[config.mk]
export PLATFORM = sky130hd
export DESIGN_NAME = gf256_erasure_parity_accumulator
export DESIGN_NICKNAME = d
export VERILOG_FILES = /design/src/design/gfepa_pkg.sv /design/src/design/gfepa_lane.sv /design/src/design/gfepa_merge.sv /design/src/design/gf256_erasure_parity_accumulator.sv
export SDC_FILE = /design/constraint.sdc
export NUM_CORES = 1
export LEC_CHECK = 0
export ABC_AREA = 1
export BUFFER_PORTS_ARGS = -buffer_cell sky130_fd_sc_hd__buf_2
export CAP_MARGIN = 40
export CORE_MARGIN = 2
export CORE_UTILIZATION = 45
export CTS_CLUSTER_SIZE = 25
export DETAILED_ROUTE_END_ITERATION = 6
export PLACE_DENSITY = 0.6
export SLEW_MARGIN = 20
export SYNTH_ARGS = -nofsm -noshare
export SYNTH_HDL_FRONTEND = slang
export SYNTH_SLANG_ARGS = --single-unit
[constraint.sdc]
create_clock -name clk_i -period 4 [get_ports clk_i]
set_input_delay 1 -clock clk_i [delete_from_list [all_inputs] [get_ports clk_i]]
set_output_delay 1 -clock clk_i [all_outputs]
set_load 0.02 [all_outputs]
[src/design/gfepa_pkg.sv]
// Shared types, constants and the GF(2^8) multiply for the erasure parity accumulator.
`default_nettype none

package gfepa_pkg;

  localparam int unsigned BYTE_W         = 8;
  localparam int unsigned BYTE_LANES     = 4;
  localparam int unsigned WORD_W         = BYTE_W * BYTE_LANES;
  localparam int unsigned LANE_CNT_W     = 3;
  localparam int unsigned LANES_DEFAULT  = 4;
  localparam int unsigned IN_TDATA_W     = 48;
  localparam logic [BYTE_W-1:0] FIELD_POLY_RESET = 8'h1D;

  typedef logic [BYTE_W-1:0] byte_t;
  typedef logic [WORD_W-1:0] word_t;

  typedef struct packed {
    logic                  first_term;
    logic                  last_term;
    logic [LANE_CNT_W-1:0] lane_count;
  } term_ctrl_t;

  // Shift-and-reduce carry-less product modulo x^8 + poly.
  function automatic byte_t gf_mul(input byte_t a, input byte_t b, input byte_t poly);
    byte_t prod;
    byte_t x;
    prod = '0;
    x    = a;
    for (int bit_idx = 0; bit_idx < BYTE_W; bit_idx++) begin
      if (b[bit_idx]) begin
        prod = prod ^ x;
      end
      if (x[BYTE_W-1]) begin
        x = {x[BYTE_W-2:0], 1'b0} ^ poly;
      end else begin
        x = {x[BYTE_W-2:0], 1'b0};
      end
    end
    return prod;
  endfunction

endpackage

`default_nettype wire

[src/design/gfepa_lane.sv]
// One byte lane: GF(2^8) product of a source byte and the block coefficient.
`default_nettype none

module gfepa_lane (
  input  gfepa_pkg::byte_t src_byte_i,
  input  gfepa_pkg::byte_t coef_i,
  input  gfepa_pkg::byte_t poly_i,
  input  logic             lane_en_i,
  output gfepa_pkg::byte_t product_o
);
  import gfepa_pkg::*;

  byte_t product;

  always_comb begin
    product = gf_mul(src_byte_i, coef_i, poly_i);
  end

  // drop the product of a lane beyond the valid count
  assign product_o = lane_en_i ? product : '0;

endmodule

`default_nettype wire

[src/design/gfepa_merge.sv]
// Merge stage: accumulates the lane products and queues parity words for output.
`default_nettype none

module gfepa_merge #(
  parameter int unsigned LANES = gfepa_pkg::LANES_DEFAULT
) (
  input  logic                  clk_i,
  input  logic                  rst_ni,
  input  logic                  accept_i,
  input  gfepa_pkg::word_t      term_i,
  input  gfepa_pkg::term_ctrl_t ctrl_i,
  output logic                  in_ready_o,
  output logic                  out_valid_o,
  input  logic                  out_ready_i,
  output gfepa_pkg::word_t      out_data_o
);
  import gfepa_pkg::*;

  localparam int unsigned ActLanes = (LANES < BYTE_LANES) ? LANES : BYTE_LANES;

  word_t acc_q, acc_d;
  word_t mask;
  word_t result;
  word_t head_q, head_d;
  word_t skid_q, skid_d;
  logic  head_valid_q, head_valid_d;
  logic  skid_valid_q, skid_valid_d;
  logic  push, pop;

  always_comb begin
    mask = '0;
    for (int i = 0; i < BYTE_LANES; i++) begin
      if ((i < ActLanes) && (ctrl_i.lane_count > LANE_CNT_W'(i))) begin
        mask[i*BYTE_W +: BYTE_W] = '1;
      end
    end
  end

  assign acc_d  = (ctrl_i.first_term ? '0 : acc_q) ^ term_i;
  assign result = acc_d & mask;
  assign push   = accept_i && ctrl_i.last_term;
  assign pop    = head_valid_q && out_ready_i;

  always_comb begin
    head_d       = head_q;
    skid_d       = skid_q;
    head_valid_d = head_valid_q;
    skid_valid_d = skid_valid_q;
    if (pop) begin
      if (skid_valid_q) begin
        // advance the skid entry into the head
        head_d       = skid_q;
        skid_valid_d = push;
        skid_d       = result;
      end else begin
        head_valid_d = push;
        head_d       = result;
      end
    end else if (push) begin
      if (!head_valid_q) begin
        head_valid_d = 1'b1;
        head_d       = result;
      end else begin
        skid_valid_d = 1'b1;
        skid_d       = result;
      end
    end
  end

  always_ff @(posedge clk_i or negedge rst_ni) begin
    if (!rst_ni) begin
      acc_q        <= '0;
      head_valid_q <= 1'b0;
      skid_valid_q <= 1'b0;
    end else begin
      if (accept_i) begin
        acc_q <= acc_d;
      end
      head_valid_q <= head_valid_d;
      skid_valid_q <= skid_valid_d;
    end
  end

  always_ff @(posedge clk_i) begin
    head_q <= head_d;
    skid_q <= skid_d;
  end

  assign in_ready_o  = !skid_valid_q;
  assign out_valid_o = head_valid_q;
  assign out_data_o  = head_q;

  a_skid_needs_head: assert property (@(posedge clk_i) disable iff (!rst_ni)
    skid_valid_q |-> head_valid_q)
    else $error("skid entry held without a head entry");

  a_no_accept_when_full: assert property (@(posedge clk_i) disable iff (!rst_ni)
    accept_i |-> !skid_valid_q)
    else $error("request accepted while the output queue is full");

  a_skid_refills_head: assert property (@(posedge clk_i) disable iff (!rst_ni)
    (pop && skid_valid_q) |=> (head_valid_q && head_q == $past(skid_q)))
    else $error("skid entry lost on output transfer");

  a_push_lands: assert property (@(posedge clk_i) disable iff (!rst_ni)
    (push && !head_valid_q) |=> (head_valid_q && head_q == $past(result)))
    else $error("parity word not captured into an empty queue");

endmodule

`default_nettype wire

[src/design/gf256_erasure_parity_accumulator.sv]
// Top level of the GF(2^8) erasure parity accumulator.
// Usage:
//   s_axis: one request per source block word. tdata carries the four source
//   bytes, the matrix coefficient and the valid lane count; tuser marks the
//   first term of a combination (clears the accumulator), tlast the last
//   term (emits the parity word after adding this term).
//   m_axis: one parity word per tlast request, bytes at or beyond the lane
//   count of that request read as zero.
//   cfg: write of the low eight bits of the field polynomial (x^8 implied);
//   write only while no request is in flight.
// Throughput is one request per cycle while s_axis_tready is high: each byte
// lane has its own GF(2^8) multiplier and the accumulate is a single XOR
// into a register. Parity words are registered in the output queue.
// When the receiver stalls, a second parity word is held in a skid entry;
// s_axis_tready drops only when both output entries are full.
// Reset clears the accumulator and the output queue and sets the polynomial
// to 0x11D.
`default_nettype none

module gf256_erasure_parity_accumulator #(
  parameter int unsigned LANES = gfepa_pkg::LANES_DEFAULT
) (
  input  logic                             clk_i,
  input  logic                             rst_ni,
  // source bytes [31:0], coefficient [39:32], lane count [42:40], zero fill
  input  logic [gfepa_pkg::IN_TDATA_W-1:0] s_axis_tdata,
  // first term [0]
  input  logic                             s_axis_tuser,
  input  logic                             s_axis_tlast,
  input  logic                             s_axis_tvalid,
  output logic                             s_axis_tready,
  // parity bytes [31:0]
  output gfepa_pkg::word_t                 m_axis_tdata,
  output logic                             m_axis_tvalid,
  input  logic                             m_axis_tready,
  input  logic                             cfg_valid_i,
  output logic                             cfg_ready_o,
  input  gfepa_pkg::byte_t                 cfg_data_i
);
  import gfepa_pkg::*;

  localparam int unsigned ActLanes = (LANES < BYTE_LANES) ? LANES : BYTE_LANES;

  byte_t      field_poly_q;
  word_t      src_word;
  byte_t      coef;
  word_t      term;
  term_ctrl_t ctrl;
  logic       accept;
  logic       in_ready;

  assign src_word        = s_axis_tdata[WORD_W-1:0];
  assign coef            = s_axis_tdata[WORD_W +: BYTE_W];
  assign ctrl.lane_count = s_axis_tdata[WORD_W+BYTE_W +: LANE_CNT_W];
  assign ctrl.first_term = s_axis_tuser;
  assign ctrl.last_term  = s_axis_tlast;

  assign accept        = s_axis_tvalid && in_ready;
  assign s_axis_tready = in_ready;
  assign cfg_ready_o   = 1'b1;

  always_ff @(posedge clk_i or negedge rst_ni) begin
    if (!rst_ni) begin
      field_poly_q <= FIELD_POLY_RESET;
    end else if (cfg_valid_i) begin
      field_poly_q <= cfg_data_i;
    end
  end

  for (genvar i = 0; i < BYTE_LANES; i++) begin : g_lane
    if (i < ActLanes) begin : g_active
      gfepa_lane u_lane (
        .src_byte_i (src_word[i*BYTE_W +: BYTE_W]),
        .coef_i     (coef),
        .poly_i     (field_poly_q),
        .lane_en_i  (ctrl.lane_count > LANE_CNT_W'(i)),
        .product_o  (term[i*BYTE_W +: BYTE_W])
      );
    end else begin : g_unused
      assign term[i*BYTE_W +: BYTE_W] = '0;
    end
  end

  gfepa_merge #(
    .LANES (LANES)
  ) u_merge (
    .clk_i       (clk_i),
    .rst_ni      (rst_ni),
    .accept_i    (accept),
    .term_i      (term),
    .ctrl_i      (ctrl),
    .in_ready_o  (in_ready),
    .out_valid_o (m_axis_tvalid),
    .out_ready_i (m_axis_tready),
    .out_data_o  (m_axis_tdata)
  );

endmodule

`default_nettype wire
; Yosys cells after proc, flatten, opt, wreduce, memory -nomap -nowiden
; Index checks and enable logic that the tools add are counted.
[totals]
word_cells = 165
mem_bits_rw = 0
output_inout_bits = 35
register_bits = 106
latch_bits = 0
inputBits = 63
romBits = 0
memories = 0
[op_classes]
mul = 0
add_sub_neg = 0
bitwise = 58
n_eq_ne = 3
n_mux = 84
reduce_logical = 10
magnitude_cmp = 4
div = 0
shifts = 0
[op_table]
columns = cell, n
row1 = 2-to-1 mux 8 bit, 68
row2 = XOR 8 bit, 56
row3 = 2-to-1 mux 32 bit, 9
row4 = AND 32 bit, 1
row5 = XOR 32 bit, 1
row6 = 2-to-1 mux 1 bit, 7
row7 = "> comparator 3 x 1 -> 1 bit, second input constant", 2
row8 = "> comparator 3 x 2 -> 1 bit, second input constant", 2
row9 = AND reduction 2 bit, 3
row10 = "!= test 2 bit, second input constant", 2
row11 = nonzero test 2 bit, 2
row12 = logical AND 1 bit, 3
row13 = AND reduction 3 bit, 1
row14 = "!= test 2 x 1 -> 1 bit, second input constant", 1
row15 = zero test 1 bit, 1

; Longest topological paths before layout
[logic_depth]
ltp_word = 22
ltp_mapped = 30
ltp_nobuf = 28

; Hierarchy
; A second synthesis with hierarchy kept.
[unflattened]
hier_cells = 2570
area_unflattened_um2 = 14679.1
[by_module_without_submodules]
columns = mod, cells_each, area_per_inst_um2, instances, seq_area_each_um2
row1 = gfepa_lane, 507, 2442.3, 4, 0.0
row2 = gfepa_merge, 497, 4551.9, 1, 2772.7
row3 = gf256_erasure_parity_accumulator, 45, 357.8, 1, 205.2

; Worst setup path after synthesis
; OpenSTA, ideal clock, no wires.
[synth_path]
path_kind = input-to-reg
start = input s_axis_tvalid
end = register u_merge.head_q[0] (netlist: u_merge.out_data_o[0]) (enable)
n_path_buf = 0
t_arrival_ps = 3608
setup_ps = 466
path_stages = 4
slack_ps = -74
t_required_ps = 3534
cell_sequence = nand2_1 > clkinv_1 > nand2_1 > o21ai_0
[synth_between]
elab_chain_len = 4
[synth_lines]
columns = element, line_no
row1 = from (decl), gf256_erasure_parity_accumulator.sv:30  ; input logic s_axis_tvalid,
row2 = logical AND 1 bit, gf256_erasure_parity_accumulator.sv:58  ; assign accept = s_axis_tvalid && in_ready;
row3 = logical AND 1 bit, gfepa_merge.sv:41  ; assign push = accept_i && ctrl_i.last_term;
row4 = nonzero test 2 bit (no source line), n/a
row5 = AND reduction 2 bit (no source line), n/a
row6 = to (signal assigned), gfepa_merge.sv:85  ; head_q <= head_d;
row7 = to (decl), gfepa_merge.sv:24  ; word_t head_q, head_d;
; No other way between the ends.
; A chain may end at the register's enable or synchronous reset.

; Worst setup path after layout
[layout_path]
start = register field_poly_q[6]
end = register u_merge.head_q[3] (netlist: u_merge.out_data_o[3]) (data pin)
[layout_between]
elab_chain_len = 21
word_cells_on_any_way = 31
cone_classes = 17 x mux / 14 x bitwise
[layout_lines]
columns = element, line_no
row1 = from (decl), gf256_erasure_parity_accumulator.sv:44  ; byte_t field_poly_q;
row2 = from (signal assigned), gf256_erasure_parity_accumulator.sv:66  ; field_poly_q <= cfg_data_i;
row3 = XOR 8 bit, gfepa_pkg.sv:34  ; x = {x[BYTE_W-2:0], 1'b0} ^ poly;
row4 = 2-to-1 mux 8 bit, gfepa_pkg.sv:33  ; if (x[BYTE_W-1]) begin
row5 = XOR 8 bit, gfepa_pkg.sv:34
row6 = 2-to-1 mux 8 bit (2 in a row), gfepa_pkg.sv:33
row7 = "XOR 8 bit, on equally long branches", "gfepa_pkg.sv:31, gfepa_pkg.sv:34"
row8 = "2-to-1 mux 8 bit, on equally long branches", "gfepa_pkg.sv:30, gfepa_pkg.sv:33"
row9 = "XOR 8 bit, on equally long branches", "gfepa_pkg.sv:31, gfepa_pkg.sv:34"
row10 = "2-to-1 mux 8 bit, on equally long branches", "gfepa_pkg.sv:30, gfepa_pkg.sv:33"
row11 = [5 not listed], n/a
row12 = 2-to-1 mux 8 bit (*), gfepa_pkg.sv:30  ; if (b[bit_idx]) begin
row13 = 2-to-1 mux 8 bit (*), gfepa_lane.sv:20  ; assign product_o = lane_en_i ? product : '0;
row14 = XOR 32 bit (*), gfepa_merge.sv:39  ; assign acc_d = (ctrl_i.first_term ? '0 : acc_q) ^ term_i;
row15 = AND 32 bit (*), gfepa_merge.sv:40  ; assign result = acc_d & mask;
row16 = 2-to-1 mux 32 bit, gfepa_merge.sv:60  ; if (!head_valid_q) begin
row17 = 2-to-1 mux 32 bit, gfepa_merge.sv:59  ; end else if (push) begin
row18 = 2-to-1 mux 32 bit (*), gfepa_merge.sv:49  ; if (pop) begin
row19 = net u_merge.head_d[3], gfepa_merge.sv:24
; The timed path passes the listed nets; every way through them passes the cells marked *. The select of a mux whose other input is x is not followed.

==> metrics.md <==
| Metric | Value |
|---|---|
| Avg Vias per Cell | 5.10 |
| Crit path time final | 3.67 ns |
| Worst Skew | 0.0124 ns |
| Critical path origin | field_poly_q[6] |
| Full die area | 0.0347 sq mm |
| TritonCTS clock tree | built |
| Post-DP HPWL | 34.2 mm |
| Final Non-Filler Cells | 3148 |
| FMAX | 272 MHz |
| Reg2reg start | field_poly_q[6] |
| Post-CTS Hold Buffers | 0 |
| Vias in the first global route | 15500 |
| GRT Overall Usage | 25.7% |
| Worst path required time | 4.12 ns |
| Period utilization | 91.8% |
| Share of cells above drive strength 1 | 15.7% |
| Worst min-delay path category | register to register |
| WL/cell | 14.0 um |
| CP max FO | 19 |
| Setup crit end kind | register |
| Router iterations before antenna repair | 5 |
| Area contributors post-synth | nand2_1 (24%), nand3_1 (15%), edfxtp_1 (13%) |
| Routed Antenna Nets | 0 |
| Combinational family with the most area after synthesis | simple AND/OR/NAND/NOR gates |
| Global route total overflow | 0 |
| Synth top area share | 24.1% |
| Die Height | 186 um |
| CTS H-tree depth | 3 |
| Die Wd | 186 um |
| Maximum capacitance violations | 0 |
| Post-synth top area cell | nand2_1 |
| Final count of negative-setup-slack endpoints | 0 |
| Post-Syn Area per Cell | 5.78 sq um |
| Status | complete, no violations |
| Port buffer count | 91 |
| Global-route wire length before repair | 73.5 mm |
| Worst setup SP type | register |
| Worst EP arrival | 3.79 ns |
| Cells after Synth | 2589 |
| Seq cells post-synth | 106 |
| Initial Utilization | 45.9% |
| Async set-reset flop share out of synthesis | 39.6% |
| Synth Area in Adders | 0% |
| Mux contribution to synthesized area | 0% |
| Clk Latency, worst-skew pair | 0.37 ns |
| Post-Synth Simple-Gate Area | 52.8% |
| Sequential area share after synthesis | 19.9% |
| I/O pin count | 98 |
| DRC | 0 |
| Xor/xnor share of the synthesized area | 10.4% |
| Fillers | 3460 |
| Synth Area in Compound Gates | 3.67% |
| Final hold violations | 0 |
| CTS Sinks | 106 |
| Leakage | 9.46 nW |
| Cell Rows | 66 |
| Rel. slew slack | 48.2% |
| Clk pin slew, worst setup/hold paths | 0.08 ns |
| Total CTS buffers | 9 |
| Dpl cells | 3128 |
| Core Area | 0.0326 sq mm |
| Clock Tree Buf Depth | 2 |
| Synth Cell Area | 0.0150 sq mm |
| Mapped Nets | 2652 |
| Pin count of the biggest net entering global routing | 45 |
| Via count | 16100 |
| Total Wirelength | 44.2 mm |
| Max Transition Viols Final | 0 |
| Cell variety after synth | 41 |
| Hold_sp | u_merge.acc_q[15] |
| Nets | 2763 |
| Critical path class | register to register |
| Initial antenna violation count | 1 |
| EDFF count, synth | 64 |
| Register Area | 0.00299 sq mm |
| Max VDD drop | 0.256 mV |
| Root Buffer | clkbuf_16 |
| Finished Core Util | 51.4% |
| Final GP Congestion | 0.879 |
| Area of the multi-input gates | 0.0101 sq mm |
| Ys flop type | edfxtp_1 |
| Ys Warns | 0 |
| Iteration-0 DRC Markers | 861 |
| Pwr dens | 413 mW/mm^2 |
| Tightest Pin Transition | 0.776 ns |
| Area grow syn2layout | 12.0% |
[per-layer routing]
metal	routed length, um	share of wire, %	up-vias	GRT usage [%]
li1	-	-	8295	-
met1	18900	43	7367	30.1
met2	22500	51	310	48.5
met5	0	0	-	0
met3	1580	3.6	85	2.73
met4	1250	2.8	0	8.71
[where the power goes]
group	total (mW)	internal [mW]	switching [mW]
sequential	1.29	1.25	0.0394
clock	0.872	0.434	0.438
combinational	4.76	1.68	3.08
total	6.92	3.36	3.56
[final cells by class]
type	count	share of cell area [%]
tap	442	3.30
sequential	106	17.8
inverter	353	7.95
timing repair buffer	219	8.89
antenna	1	0.0149
clock inverter	7	0.388
clock buffer	9	1.34
multi-input combinational	2011	60.3
[cells in the mapped netlist (all sizes together) (38+ instances only)]
master,n
nand3,477
xnor2,69
a21oi,52
edfxtp,64
nor2,189
dfrtp,38
nand4,41
xor2,91
o21ai,54
nand2,1028
buf,75
inv,345
clkbuf,44
[cells by family after synthesis]
kind of cell           count (synthesis)
XOR/XNOR                             160
buffers and inverters                472
flip-flops                           106
AND/OR/NAND/NOR                     1743
other                                  1
AO/OA/AOI/OAI                        107
[worst paths after layout]
check | end | slack, ns | depth (start not counted)
worst min-delay path | u_merge.acc_q[15] | 0.48 | 2
max in group asynchronous | u_merge.acc_q[14] | 2.47 | 2
worst min register to register | u_merge.acc_q[15] | 0.48 | 2
worst max-delay path | u_merge.out_data_o[3] | 0.33 | 20
min in group asynchronous | u_merge.acc_q[5] | 0.71 | 1
worst max register to register | u_merge.out_data_o[3] | 0.33 | 20
[cells in the final DEF (no fill, tap or decap), types with 6 or more instances in the layout]
master     synthesis  layout
nand2_1          962     956
nand2_2           47      52
o21ai_1            6       7
nand2_4           19      20
dfrtp_1           38      36
o21ai_0           47      45
nand3b_1           6       6
inv_1            314     313
edfxtp_1          64      64
nor2_2            10      10
nand3_4            7       9
clkbuf_16          0       9
xnor2_1           63      63
buf_4             16     122
nand3_2           28      26
nor2_4             5       6
clkinv_1           8       8
xor2_2             6       8
nor2_1           170     169
nand3_1          442     442
nand4_1           40      40
xor2_1            83      80
a21oi_1           50      48
buf_2             30      91
inv_2             30      30
[through the flow]
stage	hold slack [ns]	TNS (ns)	setup slack [ns]	instance area (sq um)	power [mW]
2_1_floorplan	0.449	0	0.477	15000	4.93
3_3_place_gp	0.462	-0.0259	-0.0233	16300	5.91
3_5_place_dp	0.465	-0.207	-0.0617	16300	6.02
4_1_cts	0.484	0	0.297	16600	6.93
5_1_grt	0.504	-0.162	-0.0542	16800	7.66
6_report	0.480	0	0.330	16800	6.92
[flip-flops by register name, summed over array words and instances, names as in the netlist]
signal                flops
field_poly_q              8
u_merge.acc_q            32
u_merge.out_data_o       32
u_merge.skid_valid_q      1
u_merge.skid_q           32
u_merge.out_valid_o       1
[worst max-delay path: stages (launching register included)]
cell        delay, ns
dfrtp_4          0.63
buf_4            0.39
clkinvlp_4       0.31
buf_4            0.23
nor2_2           0.11
nand2_2          0.07
nand2_4          0.10
nor2_4           0.07
nor2_8           0.19
buf_4            0.20
nand3_1          0.11
nand2_1          0.07
nand3_1          0.07
nand2_1          0.16
nand3_1          0.10
nand2_1          0.09
inv_1            0.05
nand2_1          0.08
nand4_1          0.15
nand3_2          0.16
a21oi_2          0.06
[timing repair]
item	in CTS	in global routing
setup endpoints to repair	0	30
resized for setup	0	20
setup buffers	0	3
Note: power is estimated with default switching activity, not from simulation.
